--- config.mk ---
export PLATFORM = sky130hd
export DESIGN_NAME = fifo_queue_with_affine_scale
export DESIGN_NICKNAME = d
export VERILOG_FILES = /design/src/sv/fqas_pkg.sv /design/src/sv/fqas_ram.sv /design/src/sv/fqas_mac.sv /design/src/sv/fifo_queue_with_affine_scale.sv
export SDC_FILE = /design/constraint.sdc
export NUM_CORES = 2
export LEC_CHECK = 0
export ABC_CLOCK_PERIOD_IN_PS = 7800
export BUFFER_PORTS_ARGS = -buffer_cell sky130_fd_sc_hd__buf_4
export CORE_MARGIN = 8
export CORE_UTILIZATION = 35
export DETAILED_ROUTE_END_ITERATION = 6
export MAX_ROUTING_LAYER = met4
export RECOVER_POWER = 25
export SLEW_MARGIN = 20
export SYNTH_ARGS = -nofsm -noshare
export SYNTH_HDL_FRONTEND = slang
export SYNTH_SLANG_ARGS = --single-unit
--- constraint.sdc ---
create_clock -name clk -period 7.8 [get_ports clk]
set_input_delay 1.56 -clock clk [delete_from_list [all_inputs] [get_ports clk]]
set_output_delay 1.56 -clock clk [all_outputs]
set_load 0.01 [all_outputs]
--- src/sv/fqas_pkg.sv ---
// shared constants, codes and types for the affine-scale fifo queue
package fqas_pkg;

	localparam int DEPTH  = 16;
	localparam int IDX_W  = $clog2(DEPTH);
	localparam int CNT_W  = $clog2(DEPTH + 1);
	localparam int WORD_W = 32;

	// action codes carried on the input tuser
	localparam logic [1:0] ACT_PUSH  = 2'd0;
	localparam logic [1:0] ACT_POP   = 2'd1;
	localparam logic [1:0] ACT_SCALE = 2'd2;

	// status codes carried on the output tuser
	localparam logic [1:0] STATUS_DONE  = 2'd0;
	localparam logic [1:0] STATUS_FULL  = 2'd1;
	localparam logic [1:0] STATUS_EMPTY = 2'd2;

	// one write into the ring store
	typedef struct packed {
		logic              en;
		logic [IDX_W-1:0]  idx;
		logic [WORD_W-1:0] data;
	} wr_t;

	// ring index advance with wrap at the store depth
	function automatic logic [IDX_W-1:0] next_idx(input logic [IDX_W-1:0] idx);
		logic [IDX_W-1:0] nxt;
		if (idx == IDX_W'(DEPTH - 1)) begin
			nxt = '0;
		end else begin
			nxt = idx + IDX_W'(1);
		end
		return nxt;
	endfunction

endpackage

--- src/sv/fqas_ram.sv ---
// generic simple dual-port ram with registered read
module fqas_ram #(
	parameter int WIDTH = 32,
	parameter int DEPTH = 16
) (
	input  logic                     clk,
	input  logic                     we,
	input  logic [$clog2(DEPTH)-1:0] waddr,
	input  logic [WIDTH-1:0]         wdata,
	input  logic                     re,
	input  logic [$clog2(DEPTH)-1:0] raddr,
	output logic [WIDTH-1:0]         rdata
);

	logic [WIDTH-1:0] mem_q [DEPTH];

	always_ff @(posedge clk) begin
		if (we) begin
			mem_q[waddr] <= wdata;
		end
		if (re) begin
			rdata <= mem_q[raddr];
		end
	end

endmodule

--- src/sv/fqas_mac.sv ---
// multiply-add stage for the scale walk: registered product, then add and write back
module fqas_mac (
	input  logic                         clk,
	input  logic                         arst_n,
	input  logic                         in_valid,
	input  logic [fqas_pkg::WORD_W-1:0]  in_word,
	input  logic [fqas_pkg::IDX_W-1:0]   in_idx,
	input  logic [fqas_pkg::WORD_W-1:0]  multiplier,
	input  logic [fqas_pkg::WORD_W-1:0]  addend,
	output fqas_pkg::wr_t                wr
);

	logic [fqas_pkg::WORD_W-1:0]   prod_lo;
	logic                          valid_s1;
	logic [fqas_pkg::IDX_W-1:0]    idx_s1;
	logic [fqas_pkg::WORD_W-1:0]   prod_s1;

	// low word of the product only, wraps modulo 2^32
	assign prod_lo = in_word * multiplier;

	always_ff @(posedge clk or negedge arst_n) begin
		if (!arst_n) begin
			valid_s1 <= 1'b0;
		end else begin
			valid_s1 <= in_valid;
		end
	end

	always_ff @(posedge clk) begin
		idx_s1  <= in_idx;
		prod_s1 <= prod_lo;
	end

	// low word only, wraps modulo 2^32
	assign wr.en   = valid_s1;
	assign wr.idx  = idx_s1;
	assign wr.data = prod_s1 + addend;

endmodule

--- src/sv/fifo_queue_with_affine_scale.sv ---
// top level of the ring-store fifo queue with in-place affine scale
//
//  channel   dir  tdata                                   tuser
//  s_*       in   [31:0] push_word [63:32] multiplier     [1:0] action
//                 [95:64] addend
//  m_*       out  [31:0] pop_word                         [1:0] status [2] is_empty
//
// push, refused pop, empty scale and unused codes: result registered at the accept edge,
// next item can be taken the following cycle, provided that result is taken
// pop: the head word comes back from the ring store's registered read in ST_POP and is the result
// scale of n entries: one entry a cycle through read, multiply and add
// stages that share the store's single read and single write port
// reset clears indexes, count and output valid; the store itself is not cleared
// a waiting result holds the input off only until it is taken; one item is in work at a time
module fifo_queue_with_affine_scale (
	input  logic         clk,
	input  logic         arst_n,
	input  logic         s_tvalid,
	output logic         s_tready,
	input  logic [95:0]  s_tdata,   // push_word, multiplier, addend
	input  logic [1:0]   s_tuser,   // action
	output logic         m_tvalid,
	input  logic         m_tready,
	output logic [31:0]  m_tdata,   // pop_word
	output logic [2:0]   m_tuser    // status, is_empty
);

	typedef enum logic [1:0] {
		ST_IDLE,
		ST_POP,
		ST_SCALE
	} state_t;

	state_t                        state_q;
	logic [fqas_pkg::IDX_W-1:0]    head_q;
	logic [fqas_pkg::IDX_W-1:0]    tail_q;
	logic [fqas_pkg::CNT_W-1:0]    count_q;

	// output register
	logic                          m_valid_q;
	logic [1:0]                    m_status_q;
	logic [fqas_pkg::WORD_W-1:0]   m_word_q;
	logic                          m_empty_q;

	// scale walk
	logic [fqas_pkg::WORD_W-1:0]   mul_q;
	logic [fqas_pkg::WORD_W-1:0]   add_q;
	logic [fqas_pkg::CNT_W-1:0]    rd_left_q;
	logic [fqas_pkg::IDX_W-1:0]    rd_idx_q;
	logic                          rd_v_s1;
	logic [fqas_pkg::IDX_W-1:0]    rd_idx_s1;

	// input fields
	logic [1:0]                    action;
	logic [fqas_pkg::WORD_W-1:0]   push_word;
	logic [fqas_pkg::WORD_W-1:0]   multiplier;
	logic [fqas_pkg::WORD_W-1:0]   addend;

	logic                          accept;
	logic                          q_full;
	logic                          q_zero;

	// ring store port signals
	logic                          ram_we;
	logic [fqas_pkg::IDX_W-1:0]    ram_waddr;
	logic [fqas_pkg::WORD_W-1:0]   ram_wdata;
	logic                          ram_re;
	logic [fqas_pkg::IDX_W-1:0]    ram_raddr;
	logic [fqas_pkg::WORD_W-1:0]   ram_rdata;
	fqas_pkg::wr_t                 mac_wr;

	assign action     = s_tuser;
	assign push_word  = s_tdata[31:0];
	assign multiplier = s_tdata[63:32];
	assign addend     = s_tdata[95:64];

	assign q_full = (count_q == fqas_pkg::CNT_W'(fqas_pkg::DEPTH));
	assign q_zero = (count_q == '0);

	// take a new item only when idle and the output slot is free or being freed
	assign s_tready = (state_q == ST_IDLE) && (!m_valid_q || m_tready);
	assign accept   = s_tvalid && s_tready;

	assign m_tvalid = m_valid_q;
	assign m_tdata  = m_word_q;
	assign m_tuser  = {m_empty_q, m_status_q};

	// write port: a push at accept, otherwise the scale write-back; never both
	always_comb begin
		if (accept && (action == fqas_pkg::ACT_PUSH) && !q_full) begin
			ram_we    = 1'b1;
			ram_waddr = tail_q;
			ram_wdata = push_word;
		end else begin
			ram_we    = mac_wr.en;
			ram_waddr = mac_wr.idx;
			ram_wdata = mac_wr.data;
		end
	end

	// read port: head word on a pop, walk pointer during a scale
	always_comb begin
		if (state_q == ST_SCALE) begin
			ram_re    = (rd_left_q != '0);
			ram_raddr = rd_idx_q;
		end else begin
			ram_re    = accept && (action == fqas_pkg::ACT_POP) && !q_zero;
			ram_raddr = head_q;
		end
	end

	fqas_ram #(
		.WIDTH (fqas_pkg::WORD_W),
		.DEPTH (fqas_pkg::DEPTH)
	) u_ring (
		.clk   (clk),
		.we    (ram_we),
		.waddr (ram_waddr),
		.wdata (ram_wdata),
		.re    (ram_re),
		.raddr (ram_raddr),
		.rdata (ram_rdata)
	);

	// read data arrives in the cycle after the walk issues its address
	fqas_mac u_mac (
		.clk        (clk),
		.arst_n     (arst_n),
		.in_valid   (rd_v_s1),
		.in_word    (ram_rdata),
		.in_idx     (rd_idx_s1),
		.multiplier (mul_q),
		.addend     (add_q),
		.wr         (mac_wr)
	);

	always_ff @(posedge clk or negedge arst_n) begin
		if (!arst_n) begin
			state_q    <= ST_IDLE;
			head_q     <= '0;
			tail_q     <= '0;
			count_q    <= '0;
			m_valid_q  <= 1'b0;
			m_status_q <= fqas_pkg::STATUS_DONE;
			m_word_q   <= '0;
			m_empty_q  <= 1'b1;
			mul_q      <= '0;
			add_q      <= '0;
			rd_left_q  <= '0;
			rd_idx_q   <= '0;
			rd_v_s1    <= 1'b0;
			rd_idx_s1  <= '0;
		end else begin
			if (m_valid_q && m_tready) begin
				m_valid_q <= 1'b0;
			end
			rd_v_s1 <= 1'b0;

			unique case (state_q)
				ST_IDLE: begin
					if (accept) begin
						unique case (action)
							fqas_pkg::ACT_PUSH: begin
								m_valid_q <= 1'b1;
								m_word_q  <= '0;
								if (q_full) begin
									m_status_q <= fqas_pkg::STATUS_FULL;
									m_empty_q  <= q_zero;
								end else begin
									m_status_q <= fqas_pkg::STATUS_DONE;
									m_empty_q  <= 1'b0;
									tail_q     <= fqas_pkg::next_idx(tail_q);
									count_q    <= count_q + fqas_pkg::CNT_W'(1);
								end
							end
							fqas_pkg::ACT_POP: begin
								if (q_zero) begin
									m_valid_q  <= 1'b1;
									m_word_q   <= '0;
									m_status_q <= fqas_pkg::STATUS_EMPTY;
									m_empty_q  <= 1'b1;
								end else begin
									// result follows when the head word comes back
									head_q  <= fqas_pkg::next_idx(head_q);
									count_q <= count_q - fqas_pkg::CNT_W'(1);
									state_q <= ST_POP;
								end
							end
							fqas_pkg::ACT_SCALE: begin
								// result is known now; the walk runs with input held off
								m_valid_q  <= 1'b1;
								m_word_q   <= '0;
								m_status_q <= fqas_pkg::STATUS_DONE;
								m_empty_q  <= q_zero;
								mul_q      <= multiplier;
								add_q      <= addend;
								if (!q_zero) begin
									rd_left_q <= count_q;
									rd_idx_q  <= head_q;
									state_q   <= ST_SCALE;
								end
							end
							default: begin
								m_valid_q  <= 1'b1;
								m_word_q   <= '0;
								m_status_q <= fqas_pkg::STATUS_DONE;
								m_empty_q  <= q_zero;
							end
						endcase
					end
				end
				ST_POP: begin
					m_valid_q  <= 1'b1;
					m_word_q   <= ram_rdata;
					m_status_q <= fqas_pkg::STATUS_DONE;
					m_empty_q  <= q_zero;
					state_q    <= ST_IDLE;
				end
				ST_SCALE: begin
					if (rd_left_q != '0) begin
						rd_left_q <= rd_left_q - fqas_pkg::CNT_W'(1);
						rd_idx_q  <= fqas_pkg::next_idx(rd_idx_q);
						rd_v_s1   <= 1'b1;
						rd_idx_s1 <= rd_idx_q;
					end else if (!rd_v_s1) begin
						// last write-back lands at this edge
						state_q <= ST_IDLE;
					end
				end
				default: begin
					state_q <= ST_IDLE;
				end
			endcase
		end
	end

endmodule

# ---- Yosys cells after proc, flatten, opt, wreduce, memory -nomap -nowiden
# Memories as Yosys holds them, arrays and structs flattened. A register that Yosys moved wholly into a read port is not among the register bits.
# Index checks and enable logic that the tools add are counted.
# W data, S select, Z words.
dict set report op_classes {
  add_sub_neg 7
  mul 1
  mux 51
  n_eq_ne 20
  reduce_logical 26
  n_bitwise 2
}
# operator n
set ops {}
lappend ops {{$mux W32} 4}
lappend ops {{$pmux W32 S2} 1}
lappend ops {{$mux W4} 9}
lappend ops {{$add A32 B32 Y32} 1}
lappend ops {{$mul A32 B32 Y32} 1}
lappend ops {{$mux W5} 6}
lappend ops {{$pmux W5 S2} 2}
lappend ops {{$pmux W2 S2} 4}
lappend ops {{$mux W1} 14}
lappend ops {{$mux W2} 7}
lappend ops {{$add A4 B1 Y4 const B} 3}
lappend ops {{$eq A4 B4 Y1 const B} 3}
lappend ops {{$ne A2 B2 Y1 const B} 6}
lappend ops {{$reduce_and A5 Y1} 2}
lappend ops {{$sub A5 B1 Y5 const B} 2}
lappend ops {{$ne A3 B3 Y1 const B} 3}
lappend ops {{$pmux W4 S2} 1}
lappend ops {{$reduce_and A4 Y1} 2}
lappend ops {{$logic_and A1 B1 Y1} 7}
lappend ops {{$pmux W1 S2} 3}
lappend ops {{$reduce_and A3 Y1} 2}
lappend ops {{$reduce_and A6 Y1} 1}
lappend ops {{$reduce_bool A2 Y1} 3}
lappend ops {{$add A5 B1 Y5 const B} 1}
lappend ops {{12 further kinds} 19}
dict set report word_totals {
  inputBits 102
  mem_bits_rw 512
  word_cells 125
  register_bits 166
  n_memories 1
  out_inout_bits 37
}
# memory depth width rd rd_clocked_by_memory_dff write_ports line
set memory_table {}
lappend memory_table {u_ring.mem_q 16 32 1 1 1 fqas_ram.sv:15} ;# logic [WIDTH-1:0] mem_q [DEPTH];

# ---- Depth between registers and ports, before layout
dict set report depth {
  ltp_word 9
  mapped_depth 29
  depth_no_buf 26
}

# ---- Modules after synthesis
# From an unflattened synthesis, not the netlist that was laid out.
dict set report unflattened {
  cells_unflattened 3266
  hier_area_um2 43893.3
}
# mod cells_each n_inst area_each_um2 seq_area_each_um2
set modules_own_cells {}
lappend modules_own_cells {fqas_ram 838 1 20155.6 16335.7}
lappend modules_own_cells {fqas_mac 1985 1 17872.1 745.7}
lappend modules_own_cells {fifo_queue_with_affine_scale 443 1 5865.6 3229.3}

# ---- Worst setup path after synthesis
# No wires, ideal clock.
dict set report synth_path {
  kind {reg2reg}
  from {register mul_q[4] (netlist bit)}
  to {register u_mac.prod_s1[30] (netlist bit)}
  arrival_time_ns 6.583
  stages_incl_launch_ff 25
  path_slack_ns 1.122
  synth_period_minus_slack_ns 6.678
  setup_time_ns 0.095
  required_time_ns 7.705
  path_buffers 3
  cell_sequence {dfrtp_1 clkbuf_1 clkbuf_1 and2_1 fa_1 inv_1 fa_1 fa_1 fa_1 inv_1 fa_1 fa_1 fa_1 inv_1 fa_1 inv_1 ha_1 clkbuf_1 and3_1 a21oi_1 o21ai_2 o31a_2 o31ai_4 nand2_1 o311ai_1}
}
dict set report synth_via {
  elab_chain_len 1
}
# item line
set synth_lines {}
lappend synth_lines {{start, declared} fifo_queue_with_affine_scale.sv:46} ;# logic [fqas_pkg::WORD_W-1:0] mul_q;
lappend synth_lines {{start signal, assigned} fifo_queue_with_affine_scale.sv:195} ;# mul_q <= multiplier;
lappend synth_lines {{$mul A32 B32 Y32} fqas_mac.sv:19} ;# assign prod_lo = in_word * multiplier;
lappend synth_lines {{named net u_mac.prod_lo (one bit)} fqas_mac.sv:13} ;# logic [fqas_pkg::WORD_W-1:0] prod_lo;
lappend synth_lines {{end signal, assigned} fqas_mac.sv:31} ;# prod_s1 <= prod_lo;
lappend synth_lines {{end, declared} fqas_mac.sv:16} ;# logic [fqas_pkg::WORD_W-1:0] prod_s1;
# The timed path passes the listed nets, and every way through them passes these cells.
# A chain may end at the register's enable or synchronous reset.

# ---- Worst setup path after layout
dict set report layout_path {
  from {register u_ring.rdata[9], read port of u_ring.mem_q}
  to {register u_mac.prod_s1[30] (netlist bit)}
}
dict set report layout_via {
  elab_chain_len 1
}
# item line
set layout_lines {}
lappend layout_lines {{start, declared} fqas_ram.sv:12} ;# output logic [WIDTH-1:0] rdata
lappend layout_lines {{$mul A32 B32 Y32} fqas_mac.sv:19}
lappend layout_lines {{named net u_mac.prod_lo (one bit)} fqas_mac.sv:13}
# The timed path passes the listed nets, and every way through them passes these cells.

==> flow_metrics.py <==
metrics = {
    "setup_path": {
        "critPathTopFamily": "adder cells",
        "path_cells": "and2_1, fa_1, fa_1, fa_1, inv_1, fa_1, inv_1, fa_1, ha_1, fa_1, inv_1, fa_1, inv_1, ha_1, inv_1, nor2_1, o21ai_0, o211a_4, o21ai_2, o31a_2, o31ai_4, nand2_1, o311ai_1",
        "crit_top_cell": "fa_1",
        "timing.critical_path.slowest_stage_cell": "edfxtp_1",
        "worstPathRequired_ns": 8.34,
        "cp_data_arrival_time_ns": 7.87,
        "timing.critical_path.fanout_max": 18,
        "worst_path_buf_inv": 5,
        "critical_path_class": "reg2reg",
        "timing.critical_path.from_type": "flip-flop",
        "rr_worst_depth": 23,
        "cp_num_cells": 23,
        "timing.critical_path.slowest_cell_delay_ns": 0.95,
        "crit_path_end_kind": "flip-flop",
        "regToRegStartpoint": "u_ring.rdata[9]",
        "crit_startpoint": "u_ring.rdata[9]",
    },
    "grt": {
        "grt_overflow_total": 0,
        "antenna_violations_before_repair": 10,
        "grt_use_total_pct": 18.2,
        "first_global_vias": 27800,
        "maximum_number_of_pins_on_one_net_before_global_route_repair": 129,
        "grt_first_pass_wirelength_um": 182000,
    },
    "timing": {
        "max_slew.worst_pin.slew_ns": 4.55,
        "final_max_slew_viol_count": 419,
        "grt_setup_unrepaired": "no",
        "slew_headroom_pct": -203,
        "hold_viol_final": 0,
        "timing.fmax_ghz": 0.137,
        "fin_ws_ns": 0.476,
        "totalNegativeSetupSlack_ns": 0,
        "setup_viol": 0,
        "timing.final.crit_period_ns": 7.32,
        "clock-skew-final_ns": 0.0360,
        "fin_crit_sh_pct": 93.9,
    },
    "floorplanning": {
        "die-height_um": 372,
        "initial_standard_cell_utilization_of_the_core_pct": 35.3,
        "io_pins": 139,
        "rows": 130,
        "floorplan.die_area_um2": 138000,
        "die_width_um": 372,
        "core_area_um2": 126000,
    },
    "logic_synthesis": {
        "yosysSeqAreaShare_pct": 45.8,
        "ys_async_sr_fraction_pct": 18.3,
        "yosys_warnings": 0,
        "synth.lib_cells_used.distinct": 81,
        "post_synth_inst_count": 3394,
        "synth-edff-count": 544,
        "yosys.cell_count.top_type": "edfxtp_1",
        "synth.top_cells.by_count": "544 x edfxtp_1, 415 x inv_1, 410 x fa_1",
        "netlist_top_cells_area": "edfxtp_1 37%, fa_1 19%, dfrtp_1 7.3%",
        "synth_fp_nets": 4068,
        "synth_area_per_cell_um2": 13.1,
        "yosysTopAreaCellShare_pct": 36.9,
        "ys_seq_elements": 710,
        "synthFlopType": "edfxtp_1",
        "synthesis.area_um2": 44300,
        "synthDominantAreaCellType": "edfxtp_1",
    },
    "detailed_routing": {
        "vias": 26800,
        "drt-total-wl_um": 122000,
        "drt_drc_violations_left": 0,
        "avgViaCountPerCell": 5.09,
        "drtPass1Iterations": 5,
        "detail_route.wl_per_cell_um": 23.3,
        "postRouteAntennaNets": 0,
        "drt_first_iter_violations": 2284,
    },
    "cts": {
        "cts_tree": "done",
        "clock_latency_ns": 0.65,
        "clk_pin_slew_worst_paths_ns": 0.06,
        "clock_path_buffers": 3,
        "cts_hold_repair.buffers": 0,
        "cts.repair.resized": 0,
        "cts.root.buffer_cell": "clkbuf_16",
        "cts_setup_buffers": 0,
        "cts_buffers": 80,
        "cts.sinks": 710,
        "cts_htree_levels": 3,
    },
    "layout": {
        "n_fill_cell": 11800,
        "area_growth_syn_to_layout_pct": 13.1,
        "finish.utilization_pct": 39.9,
        "numnets_final": 4209,
        "sequential_cell_area_um2": 20300,
        "final_layout_size_suffix_gt1_share_pct": 15.3,
        "multi_input_comb_area_um2": 21900,
    },
    "placed_design": {
        "detailed_place_hpwl_um": 86600,
        "portBuffers": 138,
        "dpl_worst_slack_ns": 0.521,
        "place.gp.congestion": 0.848,
    },
    "min_path": {
        "timing.hold.worst.class": "reg2reg",
        "worst_hold_startpoint": "rd_idx_s1[2]",
        "holdPathStages": 0,
    },
    "run_status": {
        "failed_checks": "capacitance limit, slew limit",
        "run_status": "complete, but fails checks",
    },
    "flow_run": {
        "max_cap_violations": 9,
    },
}
==> sequential cells by signal, indices dropped and copies added (netlist names) <==
name            cells
m_tvalid            1
rd_v_s1             1
u_ring.rdata       32
head_q              4
u_mac.idx_s1        4
rd_left_q           5
rd_idx_q            4
m_empty_q           1
m_tdata            32
u_mac.prod_s1      32
add_q              32
m_status_q          2
u_mac.valid_s1      1
rd_idx_s1           4
tail_q              4
state_q             2
u_ring.mem_q      512
mul_q              32
count_q             5
==> path summary, 6_finish.rpt <==
path,end,slack [ns]
max,u_mac.prod_s1[30],0.48
min,u_mac.idx_s1[2],0.37
max reg2reg,u_mac.prod_s1[30],0.48
min reg2reg,u_mac.idx_s1[2],0.37
max in group asynchronous,mul_q[19],1.72
min in group asynchronous,rd_left_q[2],2.52
==> metal layers <==
layer / GRT usage (%) / share of wire, % / vias to the layer above
met5: - / 0 / -
met4: 4.85 / 2.7 / 0
met3: 3.38 / 6.9 / 147
met2: 28.1 / 46 / 760
met1: 24.9 / 44 / 14100
li1: - / - / 11800
==> stage by stage <==
| stage | area (um^2) | std cells | hold WS (ns) |
|---|---|---|---|
| after detailed placement | 47600 | 5103 | 0.355 |
| after global routing | 50100 | 5253 | 0.379 |
| final | 50100 | 5256 | 0.365 |
| after floorplan | 44300 | 3394 | 0.344 |
| after global placement | 47600 | 5102 | 0.355 |
| after CTS | 50300 | 5251 | 0.366 |
==> cells in the final DEF, fill, tap and decap left out, types with 66 or more instances in the layout <==
master       n
a21oi_1     68
nand2_1    328
ha_1       162
edfxtp_1   544
clkbuf_16   82
inv_1      415
mux4_2     128
and2_1     340
dfrtp_1    129
nor2_1      72
buf_4      180
fa_1       410
mux2_2      71
clkbuf_1    66
xnor2_1     87
==> kinds of logic after synthesis <==
family / Yosys count / synth area share, %
flip-flops: 710 / 45.8
AO/OA/AOI/OAI: 323 / 5.08
adder cells (fa/ha/maj): 572 / 23.1
XOR/XNOR: 115 / 2.27
buffers and inverters: 586 / 5.20
multiplexers: 203 / 8.40
AND/OR/NAND/NOR: 885 / 10.1
==> final cells by class <==
| type | instances | area share [%] |
|---|---|---|
| Multi-Input combinational cell | 2098 | 43.7 |
| Clock inverter | 43 | 1.04 |
| Tap cell | 1650 | 4.12 |
| Timing Repair Buffer | 230 | 3.16 |
| Sequential cell | 710 | 40.5 |
| Antenna cell | 5 | 0.0250 |
| Clock buffer | 105 | 4.29 |
| Inverter | 415 | 3.11 |
Power is not shown: default switching activity piles up to over one toggle a cycle in this logic, so the estimate is an artifact.
